`config.mk`:
```
export PLATFORM = sky130hd
export DESIGN_NAME = kdhm_sqrt
export DESIGN_NICKNAME = d
export VERILOG_FILES = /design/src/rtl/kdhm_pkg.sv /design/src/rtl/kdhm_sqrt.sv
export SDC_FILE = /design/constraint.sdc
export NUM_CORES = 2
export LEC_CHECK = 0
export BUFFER_PORTS_ARGS = -buffer_cell sky130_fd_sc_hd__buf_2
export CORE_ASPECT_RATIO = 1.2
export CORE_MARGIN = 10
export CORE_UTILIZATION = 50
export CTS_CLUSTER_SIZE = 10
export DETAILED_ROUTE_END_ITERATION = 16
export GPL_ROUTABILITY_DRIVEN = 0
export GPL_TIMING_DRIVEN = 0
export HOLD_SLACK_MARGIN = 0.12
export PLACE_DENSITY = 0.66
export SYNTH_ARGS = -nofsm -noshare
export SYNTH_HDL_FRONTEND = slang
export SYNTH_SLANG_ARGS = --single-unit
```
`constraint.sdc`:
```
create_clock -name clk -period 26.6 [get_ports clk]
set_input_delay 1.33 -clock clk [delete_from_list [all_inputs] [get_ports clk]]
set_output_delay 1.33 -clock clk [all_outputs]
set_load 0.005 [all_outputs]
```
`src/rtl/kdhm_pkg.sv`:
```
`default_nettype none
package kdhm_pkg;

	// Input sample format: Q1.15
	localparam int SAMPLE_W = 16;
	localparam int FRAC_W = SAMPLE_W - 1;
	localparam int DEADBAND_W = 15;
	localparam logic [DEADBAND_W-1:0] DEADBAND_RESET = 15'd1638;

	// cos(30 deg) in Q.16
	localparam int COS30_Q16 = 56756;

	// Wheel sums and powers in Q.16, 19 bits signed
	localparam int PW = 19;
	// Correction in Q.16
	localparam int CW = SAMPLE_W + 1;
	// Square root: radicand x^2+y^2 in Q.32, root in Q.16
	localparam int RADW = 2 * SAMPLE_W + 2;
	localparam int MAGW = RADW / 2;
	localparam int REMW = RADW + 1;

	// Numerator, its magnitude, denominator magnitude, scaled dividend
	localparam int NW = 38;
	localparam int AW = NW - 1;
	localparam int DW = PW + 16;
	localparam int QW = 7;
	localparam int TW = AW + QW;

	localparam int MOTOR_W = 8;
	localparam logic [QW-1:0] FULL_SCALE = 7'd127;

	// One input beat, last field in the lowest bits
	typedef struct packed {
		logic signed [SAMPLE_W-1:0] heading_correction;
		logic signed [SAMPLE_W-1:0] rotation;
		logic signed [SAMPLE_W-1:0] trans_y;
		logic signed [SAMPLE_W-1:0] trans_x;
	} cmd_t;

	// Values that travel beside the square root
	typedef struct packed {
		logic [2:0][PW-1:0] p;
		logic signed [CW-1:0] corr;
		logic open_loop;
	} side_t;

	typedef struct packed {
		side_t side;
		logic [RADW-1:0] rad;
	} sq_in_t;

	typedef struct packed {
		logic [REMW-1:0] rem;
		logic [MAGW-1:0] root;
		side_t side;
	} sq_t;

	// Unsigned division job per wheel, shared denominator
	typedef struct packed {
		logic [2:0][AW-1:0] an;
		logic [2:0] neg;
		logic [DW-1:0] ad;
		logic open_loop;
	} div_in_t;

	typedef struct packed {
		logic heading_reset;
		logic [MOTOR_W-1:0] back_drive_reverse;
		logic [MOTOR_W-1:0] back_drive;
		logic [MOTOR_W-1:0] right_drive;
		logic [MOTOR_W-1:0] left_drive;
	} res_t;

endpackage
`default_nettype wire

```
`src/rtl/kdhm_sqrt.sv`:
```
`default_nettype none
module kdhm_sqrt import kdhm_pkg::*; (
	input  wire logic   clk,
	input  wire logic   arst_n,
	input  wire logic   in_valid,
	output logic        in_ready,
	input  wire sq_in_t in_data,
	output logic        out_valid,
	input  wire logic   out_ready,
	output sq_t         out_data
);

	// One root bit per stage, most significant first
	sq_t sq_s [MAGW];
	logic vld_s [MAGW];
	logic [MAGW:0] en;

	assign en[MAGW] = out_ready;
	assign in_ready = en[0];

	for (genvar k = 0; k < MAGW; k++) begin : g_stage
		localparam int B = MAGW - 1 - k;
		sq_t cur;
		sq_t nxt;
		logic cur_v;
		logic [REMW-1:0] trial;

		if (k == 0) begin : g_first
			assign cur = '{rem: REMW'(in_data.rad), root: '0, side: in_data.side};
			assign cur_v = in_valid;
		end else begin : g_next
			assign cur = sq_s[k-1];
			assign cur_v = vld_s[k-1];
		end

		assign en[k] = !vld_s[k] || en[k+1];

		// Try setting this bit: (r + 2^B)^2 - r^2 = r*2^(B+1) + 2^(2B)
		always_comb begin
			trial = (REMW'(cur.root) << (B + 1)) + (REMW'(1) << (2 * B));
			nxt = cur;
			if (cur.rem >= trial) begin
				nxt.rem = cur.rem - trial;
				nxt.root = cur.root | (MAGW'(1) << B);
			end
		end

		always_ff @(posedge clk or negedge arst_n) begin
			if (!arst_n) begin
				vld_s[k] <= 1'b0;
			end else if (en[k]) begin
				vld_s[k] <= cur_v;
			end
		end

		always_ff @(posedge clk) begin
			if (en[k]) begin
				sq_s[k] <= nxt;
			end
		end
	end

	assign out_valid = vld_s[MAGW-1];
	assign out_data = sq_s[MAGW-1];

`ifndef ASSERT_OFF
	// Floor root: remainder never reaches 2*root + 1
	a_root_floor: assert property (@(posedge clk) disable iff (!arst_n)
		out_valid |-> out_data.rem <= REMW'({out_data.root, 1'b0}))
		else $error("square root remainder too large");
`endif

endmodule
`default_nettype wire

```
==> metrics <==
status=complete, no violations; crit end category=output pin; WL final=119000 um; HPWL Detailed=80300 um; DR vias/cell=around 5.2; hold crit path type=reg2reg; post-layout instance area=between 0.08 and 0.09 mm2; critical path startpoint=out_ready; largest net degree at the start of global routing=98; max cap viols=0; clk buf depth=3; Reg clk slew, reported paths=0.05 ns; Pins Over Slew Limit=0; initial antenna violation count=2; wire length per cell=17.8 um; synth-to-layout area growth=14.3%; Post-CTS Setup Bufs=0; Top FF cell, synth=edfxtp_1; Root Driver=clkbuf_16; fraction of layout cells with a size suffix above 1=12.7%; area of the die=0.165 mm2; later-pin clock latency in the skew report=0.83 ns; R2R Setup Slk=20.42 ns; Final Cycle Share=30.7%; WP data required=25.27 ns; # rows=between 150 and 200; RSZ-0062 raised after global routing=false; fmax=approximately 0.12 GHz; Final Hold Violating Endpoints=0; r2r startpoint=out_valid; Post-synth ARST share=0.833%; # clock sinks=2040; # setup viols final=0; crit path cell chain=buf_2, nand2b_4, buf_16, nor2_1, inv_6, nor2_1, and2_1, inv_6, nor3_1, nand3_4, buf_16, nor2_1, nand2_4, buf_2; number of nets in the layout=4917; synth top area cells=edfxtp_1 81%, ha_1 2.8%, xor2_1 1.7%; Post-synth top cells=2023 x edfxtp_1, 223 x inv_1, 190 x nand2_1; post-CTS resize count=0; Worst R2R End=sq_s[0][13]; pwr/cell area=98.6 mW/mm2; cell with the most instances after synthesis=edfxtp_1; Setup Skew=0.0420 ns; vias in the first global route=36484; Port Buffers=roughly 240; die width=373 um; Critical Path Most Common Cell=nor2_1; gr ovfl total=0; Synth top area share=81.4%; Tot Pwr=8.41 mW; Total GRT Usage=14.2%; FF+latch count, synth=2040; CP Class=in2out; Critical Path Start Type=input port; Initial Utilization=approximately half; n_diodes=0; core box area=0.149 mm2; CP max-delay cell=nor3_1; r2r worst-path depth=13; crit path to=in_ready; EDFF count, synth=2023; synth unique cells=75; Worst Tran Pin Value=1.14 ns; Syn Area/Cell=18.0 um2; worst vdd ir=~73 uV; CTS Buf Count=224; crit-path max cell delay=0.98 ns; P_leak=31.9 nW; synthesized cell area=around 0.075 mm2; global-route wire length before repair=189000 um; Die Ht=between 400 and 500 um; cells after synthesis=around 4100; Yosys top cell by area=edfxtp_1; sequential element share of the synthesized area=just over 80%; total nets after synthesis=4416; drt initial violations=2363; Data arrival, critical path=6.85 ns; total negative slack=0 ns; DRC=0; Max transition margin=23.1%; CP max FO=55; fin crit period=8.18 ns; Vias=34690; IO Pins=about 240; Syn. warnings=0; dpl cell area=0.0791 mm2; antenna-violating nets left=0; H-tree depth=4; Hold Buf Count CTS=0; TritonCTS clock tree=yes; drt first pass iters=8
report_power, final:
group | internal [mW] | switching, mW | leakage, nW
clock network | 1.52 | 1.10 | 2.98
logic | 0.478 | 0.666 | 8.02
registers | 4.35 | 0.294 | 20.9
total | 6.35 | 2.07 | 31.9
cell families after synthesis:
kind of cell	after synthesis	synth area share, %
simple gates	869	6.21
other cells	1	0.00503
fa+ha+maj	168	2.82
xor+xnor	257	3.02
flops	2040	82.0
compound gates	507	4.20
mux	29	0.423
buf+inv	264	1.35
final cells by class:
cell class	count	area (um2)
inverters	226	878
flip-flops and latches	2040	61200
clock inverters	21	409
multi-input cells	1831	12500
fillers	11040	63200
clock buffers	260	5760
repair buffers	275	1960
plain buffers	38	159
well taps	1962	2450
sequential cells by signal, indices dropped and copies added, names as in the netlist:
signal / cells
g_stage.cur_v: 16
out_valid: 1
sq_s: 2023
metal layers:
metal,part of all wire [%],global-route usage (%),wire [um]
met5,0.012,0,14
met4,4.5,7.46,5340
met3,4.9,3.09,5820
met2,50,24.9,59900
met1,40,16.4,47500
how the worst min path moves through the flow:
stage,startpoint,end,slack (ns),depth (start not counted)
6_report,sq_s[0][1849],sq_s[0][1976],0.39,0
3_5_place_dp,sq_s[0][899],sq_s[0][1026],0.40,0
5_1_grt,sq_s[0][1849],sq_s[0][1976],0.39,0
4_1_cts,arst_n,out_valid,0.38,1
3_3_place_gp,sq_s[0][693],sq_s[0][820],0.40,0
2_1_floorplan,sq_s[0][889],sq_s[0][1016],0.40,0
cell usage in the layout (no fill, tap or decap), types with 62 or more instances in the layout:
cell type / n
ha_1: 168
nor2_1: 156
xor2_1: 144
xnor2_1: 113
edfxtp_1: 2023
o21ai_0: 158
clkbuf_1: 62
a21oi_1: 134
inv_1: 217
buf_2: 252
nor3_1: 101
nand2_1: 185
clkbuf_16: 225
nor4_1: 95
critical path: cells and delay by family:
family                 cells  cell delay [ns]
and+or+nand+nor            8             3.91
buffers and inverters      6             1.52
through the flow:
step	util [%]	hold slack, ns	setup slack, ns	instances
6_report	57.4	0.386	18.42	6653
2_1_floorplan	-	0.400	9.14	4135
3_3_place_gp	52.7	0.400	0.847	6338
4_1_cts	57.4	0.382	18.24	6653
5_1_grt	57.4	0.388	17.97	6653
3_5_place_dp	53.3	0.405	18.25	6372
Note: power is estimated with default switching activity, not from simulation.
