===== src/rtl/kdhm_pkg.sv =====
`default_nettype none
package kdhm_pkg;

	// Input sample format: Q1.15
	localparam int SAMPLE_W = 16;
	localparam int FRAC_W = SAMPLE_W - 1;
	localparam int DEADBAND_W = 15;
	localparam logic [DEADBAND_W-1:0] DEADBAND_RESET = 15'd1638;

	// cos(30 deg) in Q.16
	localparam int COS30_Q16 = 56756;

	// Wheel sums and powers in Q.16, 19 bits signed
	localparam int PW = 19;
	// Correction in Q.16
	localparam int CW = SAMPLE_W + 1;
	// Square root: radicand x^2+y^2 in Q.32, root in Q.16
	localparam int RADW = 2 * SAMPLE_W + 2;
	localparam int MAGW = RADW / 2;
	localparam int REMW = RADW + 1;

	// Numerator, its magnitude, denominator magnitude, scaled dividend
	localparam int NW = 38;
	localparam int AW = NW - 1;
	localparam int DW = PW + 16;
	localparam int QW = 7;
	localparam int TW = AW + QW;

	localparam int MOTOR_W = 8;
	localparam logic [QW-1:0] FULL_SCALE = 7'd127;

	// One input beat, last field in the lowest bits
	typedef struct packed {
		logic signed [SAMPLE_W-1:0] heading_correction;
		logic signed [SAMPLE_W-1:0] rotation;
		logic signed [SAMPLE_W-1:0] trans_y;
		logic signed [SAMPLE_W-1:0] trans_x;
	} cmd_t;

	// Values that travel beside the square root
	typedef struct packed {
		logic [2:0][PW-1:0] p;
		logic signed [CW-1:0] corr;
		logic open_loop;
	} side_t;

	typedef struct packed {
		side_t side;
		logic [RADW-1:0] rad;
	} sq_in_t;

	typedef struct packed {
		logic [REMW-1:0] rem;
		logic [MAGW-1:0] root;
		side_t side;
	} sq_t;

	// Unsigned division job per wheel, shared denominator
	typedef struct packed {
		logic [2:0][AW-1:0] an;
		logic [2:0] neg;
		logic [DW-1:0] ad;
		logic open_loop;
	} div_in_t;

	typedef struct packed {
		logic heading_reset;
		logic [MOTOR_W-1:0] back_drive_reverse;
		logic [MOTOR_W-1:0] back_drive;
		logic [MOTOR_W-1:0] right_drive;
		logic [MOTOR_W-1:0] left_drive;
	} res_t;

endpackage
`default_nettype wire


===== src/rtl/kdhm_div.sv =====
`default_nettype none
module kdhm_div import kdhm_pkg::*; (
	input  wire logic    clk,
	input  wire logic    arst_n,
	input  wire logic    in_valid,
	output logic         in_ready,
	input  wire div_in_t in_data,
	output logic         out_valid,
	input  wire logic    out_ready,
	output res_t         out_data
);

	localparam int NS = QW + 2;

	typedef struct packed {
		logic [2:0][TW-1:0] rem;
		logic [2:0][QW-1:0] q;
		logic [2:0] sat;
		logic [2:0] neg;
		logic [DW-1:0] ad;
		logic open_loop;
	} dv_t;

	dv_t dv_s [QW+1];
	logic vld_s [NS];
	logic [NS:0] en;
	res_t out_s;
	res_t res_nx;
	logic [QW-1:0] mag [3];
	logic [MOTOR_W-1:0] drv [3];

	assign en[NS] = out_ready;
	assign in_ready = en[0];

	for (genvar k = 0; k <= QW; k++) begin : g_stage
		dv_t nxt;
		logic cur_v;

		assign en[k] = !vld_s[k] || en[k+1];

		if (k == 0) begin : g_first
			assign cur_v = in_valid;
			// Saturate when |n| >= |d|, else divide 127*|n| by |d|
			always_comb begin
				nxt.ad = in_data.ad;
				nxt.neg = in_data.neg;
				nxt.open_loop = in_data.open_loop;
				nxt.q = '0;
				for (int i = 0; i < 3; i++) begin
					nxt.sat[i] = in_data.an[i] >= AW'(in_data.ad);
					nxt.rem[i] = (TW'(in_data.an[i]) << QW) - TW'(in_data.an[i]);
				end
			end
		end else begin : g_next
			localparam int J = QW - k;
			assign cur_v = vld_s[k-1];
			// Restoring step for quotient bit J
			always_comb begin
				nxt = dv_s[k-1];
				for (int i = 0; i < 3; i++) begin
					if (dv_s[k-1].rem[i] >= (TW'(dv_s[k-1].ad) << J)) begin
						nxt.rem[i] = dv_s[k-1].rem[i] - (TW'(dv_s[k-1].ad) << J);
						nxt.q[i][J] = 1'b1;
					end
				end
			end
		end

		always_ff @(posedge clk or negedge arst_n) begin
			if (!arst_n) begin
				vld_s[k] <= 1'b0;
			end else if (en[k]) begin
				vld_s[k] <= cur_v;
			end
		end

		always_ff @(posedge clk) begin
			if (en[k]) begin
				dv_s[k] <= nxt;
			end
		end
	end

	// Apply saturation and sign
	always_comb begin
		for (int i = 0; i < 3; i++) begin
			mag[i] = dv_s[QW].sat[i] ? FULL_SCALE : dv_s[QW].q[i];
			drv[i] = dv_s[QW].neg[i] ? MOTOR_W'(8'd0 - {1'b0, mag[i]}) : {1'b0, mag[i]};
		end
		res_nx.left_drive = drv[0];
		res_nx.right_drive = drv[1];
		res_nx.back_drive = drv[2];
		res_nx.back_drive_reverse = MOTOR_W'(8'd0 - drv[2]);
		res_nx.heading_reset = dv_s[QW].open_loop;
	end

	assign en[NS-1] = !vld_s[NS-1] || en[NS];

	always_ff @(posedge clk or negedge arst_n) begin
		if (!arst_n) begin
			vld_s[NS-1] <= 1'b0;
		end else if (en[NS-1]) begin
			vld_s[NS-1] <= vld_s[QW];
		end
	end

	always_ff @(posedge clk) begin
		if (en[NS-1]) begin
			out_s <= res_nx;
		end
	end

	assign out_valid = vld_s[NS-1];
	assign out_data = out_s;

endmodule
`default_nettype wire


===== config.mk =====
export PLATFORM = sky130hd
export DESIGN_NAME = kdhm_div
export DESIGN_NICKNAME = d
export VERILOG_FILES = /design/src/rtl/kdhm_pkg.sv /design/src/rtl/kdhm_div.sv
export SDC_FILE = /design/constraint.sdc
export NUM_CORES = 2
export LEC_CHECK = 0
export BUFFER_PORTS_ARGS = -buffer_cell sky130_fd_sc_hd__buf_2
export CORE_MARGIN = 2
export CORE_UTILIZATION = 35
export CTS_CLUSTER_DIAMETER = 50
export DETAILED_ROUTE_END_ITERATION = 7
export PLACE_DENSITY = 0.56
export REMOVE_ABC_BUFFERS = 1
export SLEW_MARGIN = 10
export SYNTH_ARGS = -nofsm -noshare
export SYNTH_HDL_FRONTEND = slang
export SYNTH_SLANG_ARGS = --single-unit

===== constraint.sdc =====
create_clock -name clk -period 20.1 [get_ports clk]
set_input_delay 4.02 -clock clk [delete_from_list [all_inputs] [get_ports clk]]
set_output_delay 4.02 -clock clk [all_outputs]
set_load 0.01 [all_outputs]

==> flow_summary.json <==
{
  "status": "complete, no violations",
  "min_period_ns": 11.36,
  "fin_util_pct": 39.4,
  "track_usage_pct": 21.8,
  "drt_wl_total_um": 305000,
  "dr_total_vias": 73232,
  "cts_buffers": 180,
  "fp.dieArea_um2": 274000,
  "yosysTopAreaCell": "edfxtp_1",
  "yosys_warnings": 0,
  "holdWs_ns": 0.408,
  "first_pass_iters": 6,
  "clock_skew_ns": 0.0595,
  "seqPwrFrac_pct": 30.0,
  "die_x_um": 524,
  "drc": 0,
  "crit_path_max_incr_delay_ns": 0.78,
  "critPathRequiredTime_ns": 16.08,
  "combinationalPowerShare_pct": 53.2,
  "finalHoldViolCount": 0,
  "grt_remaining_overflow": 0,
  "tns_ns": 0,
  "start_util_pct": 35.2,
  "p_sw_mw": 8.49,
  "dp.final_hpwl_um": 253000,
  "clkTransAtPathRegs_ns": 0.06,
  "worst_slew_pin_slew_ns": 1.29,
  "crit_arrival_ns": 7.34,
  "slew_headroom_pct": 13.3,
  "cts_root_buffer": "clkbuf_16",
  "synthArstFlopShare_pct": 0.667,
  "synth_cell_types": 102,
  "timing.final.crit_share_pct": 56.5,
  "antenna_found_initial": 6,
  "clkLatencyLatePin_ns": 0.85,
  "power_density_nw_per_um2": 183,
  "drive_above_1_share_pct": 7.60,
  "core_area_um2": 268000,
  "clk_path_buf_depth": 3,
  "cts_sinks": 1350,
  "cp_num_buf_inv": 2,
  "cts_resized": 0,
  "crit_chain": "buf_2 -> nor2b_1 -> and2_1 -> and3_1 -> nand3_4 -> nor2_1 -> nand3_4 -> buf_2",
  "synth_cells": 9502,
  "synth_top_area_share_pct": 42.6,
  "post-cts-setup-buffer-count": 0,
  "irDropWorstVdd_v": 0.000105,
  "ioPinCount": 189,
  "synth_seq_cells": 1350,
  "synthesis.area_um2": 94500,
  "ant_nets": 0,
  "critPathMaxFanout": 55,
  "grt_pass1_wl_um": 449000,
  "yosys.cell_count.top_type": "edfxtp_1",
  "die_h_um": 524,
  "synth_common_cells": "1341 x edfxtp_1, 937 x ha_1, 933 x a21oi_1, 751 x nand2_1, 655 x o21ai_0",
  "synth_area_per_cell_um2": 9.94,
  "ys_seq_area_share_pct": 42.9,
  "max-cap-violations": 0,
  "gp_congestion": 0.976,
  "htreeDepth": 4,
  "setup_viol": 0,
  "num_rows": 190,
  "clockPowerShare_pct": 16.8,
  "path_class": "input pin to primary output",
  "initialDrtViolationCount": 5102,
  "path_delay_family": "simple AND/OR/NAND/NOR gates",
  "port-buffer-count": 188,
  "power_mw": 19.3,
  "wl_per_cell_um": 22.9,
  "min_path_type": "flip-flop to flip-flop",
  "synth_edf_count": 1341,
  "area_delta_synth_final_pct": 11.8,
  "grt_start_max_net_pins": 138,
  "max_freq_ghz": 0.0880,
  "cp_slowest_cell": "nor2_1",
  "synth_ff_type": "edfxtp_1",
  "hold_buffers": 0,
  "grt_pass1_vias": 73437,
  "internal_power_mw": 10.8,
  "cts_tree": "done",
  "switching_share_pct": 43.9,
  "startpoint_type": "input pin",
  "slew_violations": 0,
  "synth_area_leaders": "edfxtp_1 43%, ha_1 12%, a21oi_1 4.9%",
  "rsz0062_at_grt": "false",
  "nets": 10737,
  "p_leak_nw": 43.4,
  "viasPerCell": 5.49,
  "cp-end-kind": "primary output"
}
[worst reg2reg max path, stage by stage, from the launching register on]
cell      delay, ns
edfxtp_1       0.55
inv_1          0.16
ha_1           0.32
nor2b_1        0.15
o31a_1         0.27
o31ai_1        0.49
a211oi_1       0.34
o21ai_1        0.61
nand3_1        0.30
a31oi_4        0.44
buf_4          0.50
inv_1          0.41
mux2_2         0.39
[layer usage]
| metal | global-route usage, % | part of all wire (%) |
|---|---|---|
| met1 | 27.6 | 44 |
| met2 | 37.3 | 48 |
| met3 | 1.93 | 3.4 |
| met4 | 10.5 | 5.2 |
| met5 | 0 | 0.0043 |
[stage by stage]
step / std cells / instance area [um^2] / setup slack, ns
4_1_cts: 13338 / 106000 / 8.66
3_3_place_gp: 12998 / 99300 / 8.77
3_5_place_dp: 12998 / 99300 / 8.68
6_report: 13351 / 106000 / 8.74
5_1_grt: 13349 / 106000 / 8.41
2_1_floorplan: 9211 / 93300 / 1.85
[cell type report]
type                            count  area [um^2]
Fill cell                       26059       163000
Antenna cell                       13         32.5
Clock buffer                      200         4600
Multi-Input combinational cell   7268        50800
Tap cell                         3552         4440
Timing Repair Buffer              235         1310
Sequential cell                  1350        40500
Clock inverter                    140         1700
Inverter                          593         2240
[registers in the layout, summed over array words and instances, names as in the netlist]
signal,cells
dv_s,1309
vld_s,1
out_data,32
g_stage.cur_v,7
out_valid,1
[power groups by stage]
stage               clock network (mW)  registers, mW  logic (mW)
floorplan                            0           5.40        7.34
global placement                     0           5.82        10.0
detailed placement                   0           5.83        10.1
CTS                               3.34           5.78        10.2
global route                      3.45           5.90        11.3
finish                            3.26           5.79        10.3
[logic make-up (layout without fill, tap and decap cells)]
kind of cell	after synthesis	in the layout	synth area share, %
AOI/OAI and AO/OA	2929	2929	19.5
and+or+nand+nor	2506	2506	12.9
DFF	1350	1350	42.9
adders and majority gates	955	955	12.8
buffers and inverters	884	1168	3.62
xor gates and xnor gates	777	777	7.20
muxes	101	101	1.19
other	0	13	0
[cell usage in the layout (no fill, tap or decap), types with 188 or more instances in the layout]
| cell | instances |
|---|---|
| o21ai_0 | 655 |
| nand2_1 | 747 |
| ha_1 | 937 |
| a21o_1 | 535 |
| nor2_1 | 646 |
| xor2_1 | 318 |
| inv_1 | 588 |
| edfxtp_1 | 1341 |
| a21oi_1 | 929 |
| xnor2_1 | 459 |
| buf_2 | 188 |
[path summary, 6_finish.rpt]
kind / slack [ns] / start / depth (start not counted) / endpoint
max: 8.74 / out_ready / 8 / in_ready
max in group asynchronous: 16.82 / arst_n / 1 / g_stage[2].cur_v
min reg2reg: 0.41 / dv_s[0][38] / 0 / dv_s[0][233]
max reg2reg: 14.90 / dv_s[0][587] / 12 / dv_s[1][78]
min: 0.41 / dv_s[0][38] / 0 / dv_s[0][233]
min in group asynchronous: 3.05 / arst_n / 1 / vld_s[1]
No activity file was read; power rests on OpenSTA's default activity.
