--- config.mk ---
export PLATFORM = sky130hd
export DESIGN_NAME = kdhm_mix
export DESIGN_NICKNAME = d
export VERILOG_FILES = /design/src/rtl/kdhm_pkg.sv /design/src/rtl/kdhm_mix.sv
export SDC_FILE = /design/constraint.sdc
export NUM_CORES = 2
export LEC_CHECK = 0
export BUFFER_PORTS_ARGS = -buffer_cell sky130_fd_sc_hd__buf_2
export CAP_MARGIN = 20
export CORE_MARGIN = 2
export CORE_UTILIZATION = 30
export DETAILED_ROUTE_END_ITERATION = 7
export PLACE_DENSITY = 0.53
export SYNTH_ARGS = -nofsm -noshare
export SYNTH_HDL_FRONTEND = slang
export SYNTH_SLANG_ARGS = --single-unit
--- constraint.sdc ---
create_clock -name clk -period 12.69 [get_ports clk]
set_input_delay 0.6345 -clock clk [delete_from_list [all_inputs] [get_ports clk]]
set_output_delay 0.6345 -clock clk [all_outputs]
set_load 0.02 [all_outputs]
--- src/rtl/kdhm_pkg.sv ---
`default_nettype none
package kdhm_pkg;

	// Input sample format: Q1.15
	localparam int SAMPLE_W = 16;
	localparam int FRAC_W = SAMPLE_W - 1;
	localparam int DEADBAND_W = 15;
	localparam logic [DEADBAND_W-1:0] DEADBAND_RESET = 15'd1638;

	// cos(30 deg) in Q.16
	localparam int COS30_Q16 = 56756;

	// Wheel sums and powers in Q.16, 19 bits signed
	localparam int PW = 19;
	// Correction in Q.16
	localparam int CW = SAMPLE_W + 1;
	// Square root: radicand x^2+y^2 in Q.32, root in Q.16
	localparam int RADW = 2 * SAMPLE_W + 2;
	localparam int MAGW = RADW / 2;
	localparam int REMW = RADW + 1;

	// Numerator, its magnitude, denominator magnitude, scaled dividend
	localparam int NW = 38;
	localparam int AW = NW - 1;
	localparam int DW = PW + 16;
	localparam int QW = 7;
	localparam int TW = AW + QW;

	localparam int MOTOR_W = 8;
	localparam logic [QW-1:0] FULL_SCALE = 7'd127;

	// One input beat, last field in the lowest bits
	typedef struct packed {
		logic signed [SAMPLE_W-1:0] heading_correction;
		logic signed [SAMPLE_W-1:0] rotation;
		logic signed [SAMPLE_W-1:0] trans_y;
		logic signed [SAMPLE_W-1:0] trans_x;
	} cmd_t;

	// Values that travel beside the square root
	typedef struct packed {
		logic [2:0][PW-1:0] p;
		logic signed [CW-1:0] corr;
		logic open_loop;
	} side_t;

	typedef struct packed {
		side_t side;
		logic [RADW-1:0] rad;
	} sq_in_t;

	typedef struct packed {
		logic [REMW-1:0] rem;
		logic [MAGW-1:0] root;
		side_t side;
	} sq_t;

	// Unsigned division job per wheel, shared denominator
	typedef struct packed {
		logic [2:0][AW-1:0] an;
		logic [2:0] neg;
		logic [DW-1:0] ad;
		logic open_loop;
	} div_in_t;

	typedef struct packed {
		logic heading_reset;
		logic [MOTOR_W-1:0] back_drive_reverse;
		logic [MOTOR_W-1:0] back_drive;
		logic [MOTOR_W-1:0] right_drive;
		logic [MOTOR_W-1:0] left_drive;
	} res_t;

endpackage
`default_nettype wire

--- src/rtl/kdhm_mix.sv ---
`default_nettype none
module kdhm_mix import kdhm_pkg::*; (
	input  wire logic clk,
	input  wire logic arst_n,
	input  wire logic in_valid,
	output logic      in_ready,
	input  wire sq_t  in_data,
	output logic      out_valid,
	input  wire logic out_ready,
	output div_in_t   out_data
);

	logic vld_s1, vld_s2, vld_s3;
	logic en1, en2, en3;

	logic signed [NW-1:0] pm_s1 [3];
	logic signed [PW-1:0] dq_s1;
	logic signed [CW-1:0] corr_s1;
	logic [2:0][PW-1:0] p_s1;
	logic open_s1;

	logic signed [NW-1:0] pm_s2 [3];
	logic signed [NW-1:0] cd_s2;
	logic signed [PW-1:0] dq_s2;
	logic [2:0][PW-1:0] p_s2;
	logic open_s2;

	div_in_t data_s3;

	logic signed [PW-1:0] p0, p1, p2, mx;
	logic signed [NW-1:0] pm_nx [3];
	logic signed [NW-1:0] n_nx [3];
	logic [PW-1:0] dq_abs;
	div_in_t nx3;

	assign en3 = !vld_s3 || out_ready;
	assign en2 = !vld_s2 || en3;
	assign en1 = !vld_s1 || en2;
	assign in_ready = en1;

	// Stage 1: signed maximum and wheel sums times magnitude
	always_comb begin
		p0 = $signed(in_data.side.p[0]);
		p1 = $signed(in_data.side.p[1]);
		p2 = $signed(in_data.side.p[2]);
		mx = p0;
		if (p1 > mx) mx = p1;
		if (p2 > mx) mx = p2;
		for (int i = 0; i < 3; i++) begin
			pm_nx[i] = NW'($signed(in_data.side.p[i])) * NW'($signed({1'b0, in_data.root}));
		end
	end

	// Stage 3: select the path, split into magnitude and sign
	always_comb begin
		dq_abs = dq_s2[PW-1] ? PW'(-dq_s2) : PW'(dq_s2);
		for (int i = 0; i < 3; i++) begin
			n_nx[i] = open_s2 ? NW'($signed(p_s2[i])) : pm_s2[i] + cd_s2;
			nx3.an[i] = n_nx[i][NW-1] ? AW'(-n_nx[i]) : AW'(n_nx[i]);
			nx3.neg[i] = n_nx[i][NW-1] ^ (!open_s2 && dq_s2[PW-1]);
		end
		nx3.ad = open_s2 ? DW'(1) << 16 : {dq_abs, 16'h0000};
		nx3.open_loop = open_s2;
	end

	always_ff @(posedge clk or negedge arst_n) begin
		if (!arst_n) begin
			vld_s1 <= 1'b0;
			vld_s2 <= 1'b0;
			vld_s3 <= 1'b0;
		end else begin
			if (en1) vld_s1 <= in_valid;
			if (en2) vld_s2 <= vld_s1;
			if (en3) vld_s3 <= vld_s2;
		end
	end

	always_ff @(posedge clk) begin
		if (en1) begin
			pm_s1 <= pm_nx;
			dq_s1 <= (mx != '0) ? mx : PW'(1) <<< 16;
			corr_s1 <= in_data.side.corr;
			p_s1 <= in_data.side.p;
			open_s1 <= in_data.side.open_loop;
		end
		// Stage 2: correction times divisor
		if (en2) begin
			pm_s2 <= pm_s1;
			cd_s2 <= NW'(corr_s1) * NW'(dq_s1);
			dq_s2 <= dq_s1;
			p_s2 <= p_s1;
			open_s2 <= open_s1;
		end
		if (en3) begin
			data_s3 <= nx3;
		end
	end

	assign out_valid = vld_s3;
	assign out_data = data_s3;

endmodule
`default_nettype wire

==> insert_results.sql <==
INSERT INTO impl_metrics (metric_group, metric, value, unit) VALUES
('sta', 'period_share', '0.6271', ''),
('placed_design', 'dpl.hpwl', '174.2', 'mm'),
('die', 'design.core.area', '0.2546', 'mm2'),
('critical_path', 'critical_path.max_fanout', '18', ''),
('logic_synthesis', 'synth_sequential_area_ratio', '0.2207', ''),
('critical_path', 'cp-endpoint', 'cd_s2[34]', ''),
('critical_path', 'cp_slowest_stage_delay', '1.06', 'ns'),
('die', 'ios', '283', ''),
('critical_path', 'worstPathCellList', 'nand2_1, fa_1, fa_1, inv_1, fa_1, inv_1, fa_1, fa_1, fa_1, inv_1, ha_1, a21o_1, a21o_1, a21oi_1, and3_1, a22o_1, a31oi_1, a311o_1, nand2_1, a31oi_1, nor3_1, or4b_2, o211ai_1', ''),
('clocking', 'post_cts_buffers', '0', ''),
('job', 'max_cap_viol_count', '0', ''),
('logic_synthesis', 'avgSynthCellArea', '9.800', 'um2'),
('clocking', 'clkSlewWorstSetupHoldPaths', '0.07', 'ns'),
('critical_path', 'worstPathRequired', '13.14', 'ns'),
('critical_path', 'critical_path.startpoint', 'dq_s1[10]', ''),
('detailed_routing', 'vias_per_cell', '4.774', ''),
('global_route', 'grt_overflow', '0', ''),
('final_layout', 'drive_above_1_share', '0.05519', ''),
('sta', 'timing.fmax', '0.1257', 'GHz'),
('status', 'run_status', 'finished, final reports clean', ''),
('critical_path', 'crit_path_start_kind', 'flip-flop', ''),
('critical_path', 'cpMostUsedCell', 'sky130_fd_sc_hd__fa_1', ''),
('critical_path', 'timing_worst_setup_path_type', 'flip-flop to flip-flop', ''),
('final_layout', 'synthesis_to_finish_area_growth', '8.454', '%'),
('logic_synthesis', 'post_synth_num_cell_types', '101', ''),
('detailed_routing', 'dr_total_vias', '53951', ''),
('critical_path', 'worst_r2r_endpoint', 'cd_s2[34]', ''),
('critical_path', 'worstPathBufferInverterCount', '3', ''),
('logic_synthesis', 'netlist_area', '0.07694', 'mm2'),
('logic_synthesis', 'synth-compound-area-share', '0.07752', ''),
('sta', 'max_slew.worst_pin.slew', '1.048', 'ns'),
('logic_synthesis', 'synthAdderAreaFrac', '0.4243', ''),
('detailed_routing', 'drt.antenna.violating_nets', '0', ''),
('detailed_routing', 'drt_iter0_markers', '3309', ''),
('critical_path', 'cp.depth', '23', ''),
('sta', 'setup_tns', '0', 'ns'),
('sta', 'relative_slew_slack', '0.2813', ''),
('sta', 'timing_hold_violations_final', '0', ''),
('clocking', 'clock_latency', '0.69', 'ns'),
('die', 'core.rowCount', '185', ''),
('clocking', 'clock-sinks', '566', ''),
('placed_design', 'place_congestion', '0.9284', ''),
('detailed_routing', 'first_pass_iters', '7', ''),
('logic_synthesis', 'syn_inst', '7851', ''),
('die', 'die_area', '0.2605', 'mm2'),
('sta', 'setup_viol', '0', ''),
('global_route', 'first_global_vias', '57304', ''),
('logic_synthesis', 'post_synth_xor_area_fraction', '0.03631', ''),
('global_route', 'gr-usage-all-layers', '0.1718', ''),
('worst_hold_path', 'hold_class', 'input pin to flip-flop', ''),
('die', 'die-width', '510.4', 'um'),
('logic_synthesis', 'synth-edff-count', '563', ''),
('detailed_routing', 'routed.top_layer', 'met5', ''),
('die', 'y_dimension_of_the_die', '510.4', 'um'),
('global_route', 'grt_first_pass_wirelength', '344.5', 'mm'),
('clocking', 'tritoncts.num_buffers', '56', ''),
('clocking', 'cts_tree', 'built', ''),
('critical_path', 'cpMaxStageDelayCell', 'sky130_fd_sc_hd__edfxtp_1', ''),
('logic_synthesis', 'synthSimpleGateAreaFrac', '0.1329', ''),
('logic_synthesis', 'synthFlopType', 'sky130_fd_sc_hd__edfxtp_1', ''),
('critical_path', 'worst_r2r_startpoint', 'dq_s1[10]', ''),
('sta', 'setup_repair_after_global_routing_missed_its_margin', 'no', ''),
('detailed_routing', 'wl_per_cell', '19.61', 'um'),
('clocking', 'cts-root-to-sink-buffers', '3', ''),
('detailed_routing', 'm1WireLength', '96.79', 'mm'),
('global_route', 'grt_antenna_before_repair', '55', ''),
('logic_synthesis', 'synth_top_family_by_area', 'adder cells', ''),
('clocking', 'clock-root-buffer', 'sky130_fd_sc_hd__clkbuf_16', ''),
('logic_synthesis', 'post_synth_arst_share', '0.005300', ''),
('sta', 'finalMaxSlewViolations', '0', ''),
('detailed_routing', 'detailroute.wirelength.met2', '102.4', 'mm');
-- flip-flops by register name, summed over array words and instances (netlist names) --
register / flops
cd_s2: 36
corr_s1: 17
out_valid: 1
pm_s2: 111
vld_s1: 1
open_s1: 1
dq_s1: 19
vld_s2: 1
open_s2: 1
pm_s1: 111
p_s1: 57
dq_s2: 19
out_data: 134
p_s2: 57
-- per-layer routing --
metal / up-vias / global-route usage
met4: 22 / 0.06718
met3: 358 / 0.02391
li1: 24523 / -
met2: 1443 / 0.2813
met1: 27605 / 0.2294
met5: - / 0
-- cell type report --
| type | instances | area (um2) |
|---|---|---|
| inverters | 1694 | 6359 |
| clock inverters | 40 | 470.5 |
| fillers | 26098 | 171200 |
| clock buffers | 66 | 1481 |
| flip-flops and latches | 566 | 16980 |
| multi-input cells | 5270 | 52330 |
| well taps | 3366 | 4212 |
| repair buffers | 282 | 1567 |
| diodes | 18 | 45.04 |
-- how the worst min path moves through the flow --
| stage | from | to | slack (ns) | depth (start not counted) |
|---|---|---|---|---|
| floorplan | arst_n | out_valid | 0.34 | 0 |
| global placement | pm_s1[47] | pm_s2[47] | 0.40 | 0 |
| detailed placement | p_s1[21] | p_s2[21] | 0.40 | 0 |
| CTS | in_data[11] | corr_s1[10] | 0.07 | 1 |
| global route | in_data[5] | corr_s1[4] | 0.09 | 1 |
| finish | in_data[11] | corr_s1[10] | 0.12 | 1 |
-- layout by cell type (no fill, tap or decap), types with 36 or more instances in the layout --
| cell | netlist | final |
|---|---|---|
| sky130_fd_sc_hd__a21o_1 | 121 | 121 |
| sky130_fd_sc_hd__a21oi_1 | 279 | 279 |
| sky130_fd_sc_hd__a31oi_1 | 40 | 40 |
| sky130_fd_sc_hd__and2_1 | 488 | 488 |
| sky130_fd_sc_hd__buf_2 | 16 | 231 |
| sky130_fd_sc_hd__buf_4 | 16 | 48 |
| sky130_fd_sc_hd__clkbuf_16 | 0 | 58 |
| sky130_fd_sc_hd__edfxtp_1 | 563 | 563 |
| sky130_fd_sc_hd__fa_1 | 1307 | 1307 |
| sky130_fd_sc_hd__ha_1 | 518 | 518 |
| sky130_fd_sc_hd__inv_1 | 1694 | 1693 |
| sky130_fd_sc_hd__mux2i_1 | 50 | 50 |
| sky130_fd_sc_hd__nand2_1 | 1026 | 1026 |
| sky130_fd_sc_hd__nand2b_1 | 48 | 47 |
| sky130_fd_sc_hd__nand3_1 | 55 | 55 |
| sky130_fd_sc_hd__nand4_1 | 38 | 38 |
| sky130_fd_sc_hd__nor2_1 | 249 | 249 |
| sky130_fd_sc_hd__nor2b_1 | 39 | 39 |
| sky130_fd_sc_hd__nor3_1 | 56 | 56 |
| sky130_fd_sc_hd__o21a_1 | 36 | 36 |
| sky130_fd_sc_hd__o21ai_0 | 152 | 152 |
| sky130_fd_sc_hd__or3_1 | 36 | 36 |
| sky130_fd_sc_hd__xnor2_1 | 215 | 215 |
| sky130_fd_sc_hd__xor2_1 | 104 | 104 |
-- through the flow --
| stage | setup slack (ns) | cells | util | hold slack, ns | instance area [um2] |
|---|---|---|---|---|---|
| after floorplan | 3.586 | 7866 | - | 0.3389 | 77000 |
| after global placement | 4.298 | 11176 | 0.3198 | 0.4018 | 81430 |
| after detailed placement | 4.224 | 11177 | 0.3199 | 0.4045 | 81440 |
| after CTS | 4.766 | 11284 | 0.3276 | 0.07043 | 83400 |
| after global routing | 4.363 | 11298 | 0.3277 | 0.09386 | 83440 |
| final | 4.732 | 11302 | 0.3277 | 0.1154 | 83450 |
-- cells by family after synthesis --
kind of cell	Yosys count
fa+ha+maj	1825
compound gates	907
mux	61
xor+xnor	319
flops	566
other cells	1
buf+inv	2030
simple gates	2142
-- synthesized netlist by cell type (12+ instances only) --
cell type	number	area, um2
sky130_fd_sc_hd__inv_1	1694	6359
sky130_fd_sc_hd__fa_1	1307	26170
sky130_fd_sc_hd__nand2_1	1026	3851
sky130_fd_sc_hd__edfxtp_1	563	16910
sky130_fd_sc_hd__ha_1	518	6481
sky130_fd_sc_hd__and2_1	488	3053
sky130_fd_sc_hd__clkbuf_1	283	1062
sky130_fd_sc_hd__a21oi_1	279	1396
sky130_fd_sc_hd__nor2_1	249	934.7
sky130_fd_sc_hd__xnor2_1	215	1883
sky130_fd_sc_hd__o21ai_0	152	760.7
sky130_fd_sc_hd__a21o_1	121	908.4
sky130_fd_sc_hd__xor2_1	104	910.9
sky130_fd_sc_hd__nor3_1	56	280.3
sky130_fd_sc_hd__nand3_1	55	275.3
sky130_fd_sc_hd__mux2i_1	50	500.5
sky130_fd_sc_hd__nand2b_1	48	300.3
sky130_fd_sc_hd__a31oi_1	40	250.2
sky130_fd_sc_hd__nor2b_1	39	244.0
sky130_fd_sc_hd__nand4_1	38	237.7
sky130_fd_sc_hd__o21a_1	36	270.3
sky130_fd_sc_hd__or3_1	36	225.2
sky130_fd_sc_hd__o31ai_1	31	232.7
sky130_fd_sc_hd__a211oi_1	26	195.2
sky130_fd_sc_hd__and3_1	26	162.7
sky130_fd_sc_hd__o21bai_1	24	180.2
sky130_fd_sc_hd__o211ai_1	22	165.2
sky130_fd_sc_hd__buf_1	19	71.32
sky130_fd_sc_hd__buf_2	16	80.08
sky130_fd_sc_hd__buf_4	16	120.1
sky130_fd_sc_hd__or4_1	15	112.6
sky130_fd_sc_hd__a211o_1	13	113.9
sky130_fd_sc_hd__a2111oi_0	12	105.1
sky130_fd_sc_hd__or2_2	12	75.07
-- what timing repair did --
| action | in CTS | in global routing |
|---|---|---|
| hold buffers | 1 | 0 |
| resized for setup | 0 | 0 |
| hold endpoints to repair | 3 | 0 |
Power is not shown: default switching activity piles up to over one toggle a cycle in this logic, so the estimate is an artifact.
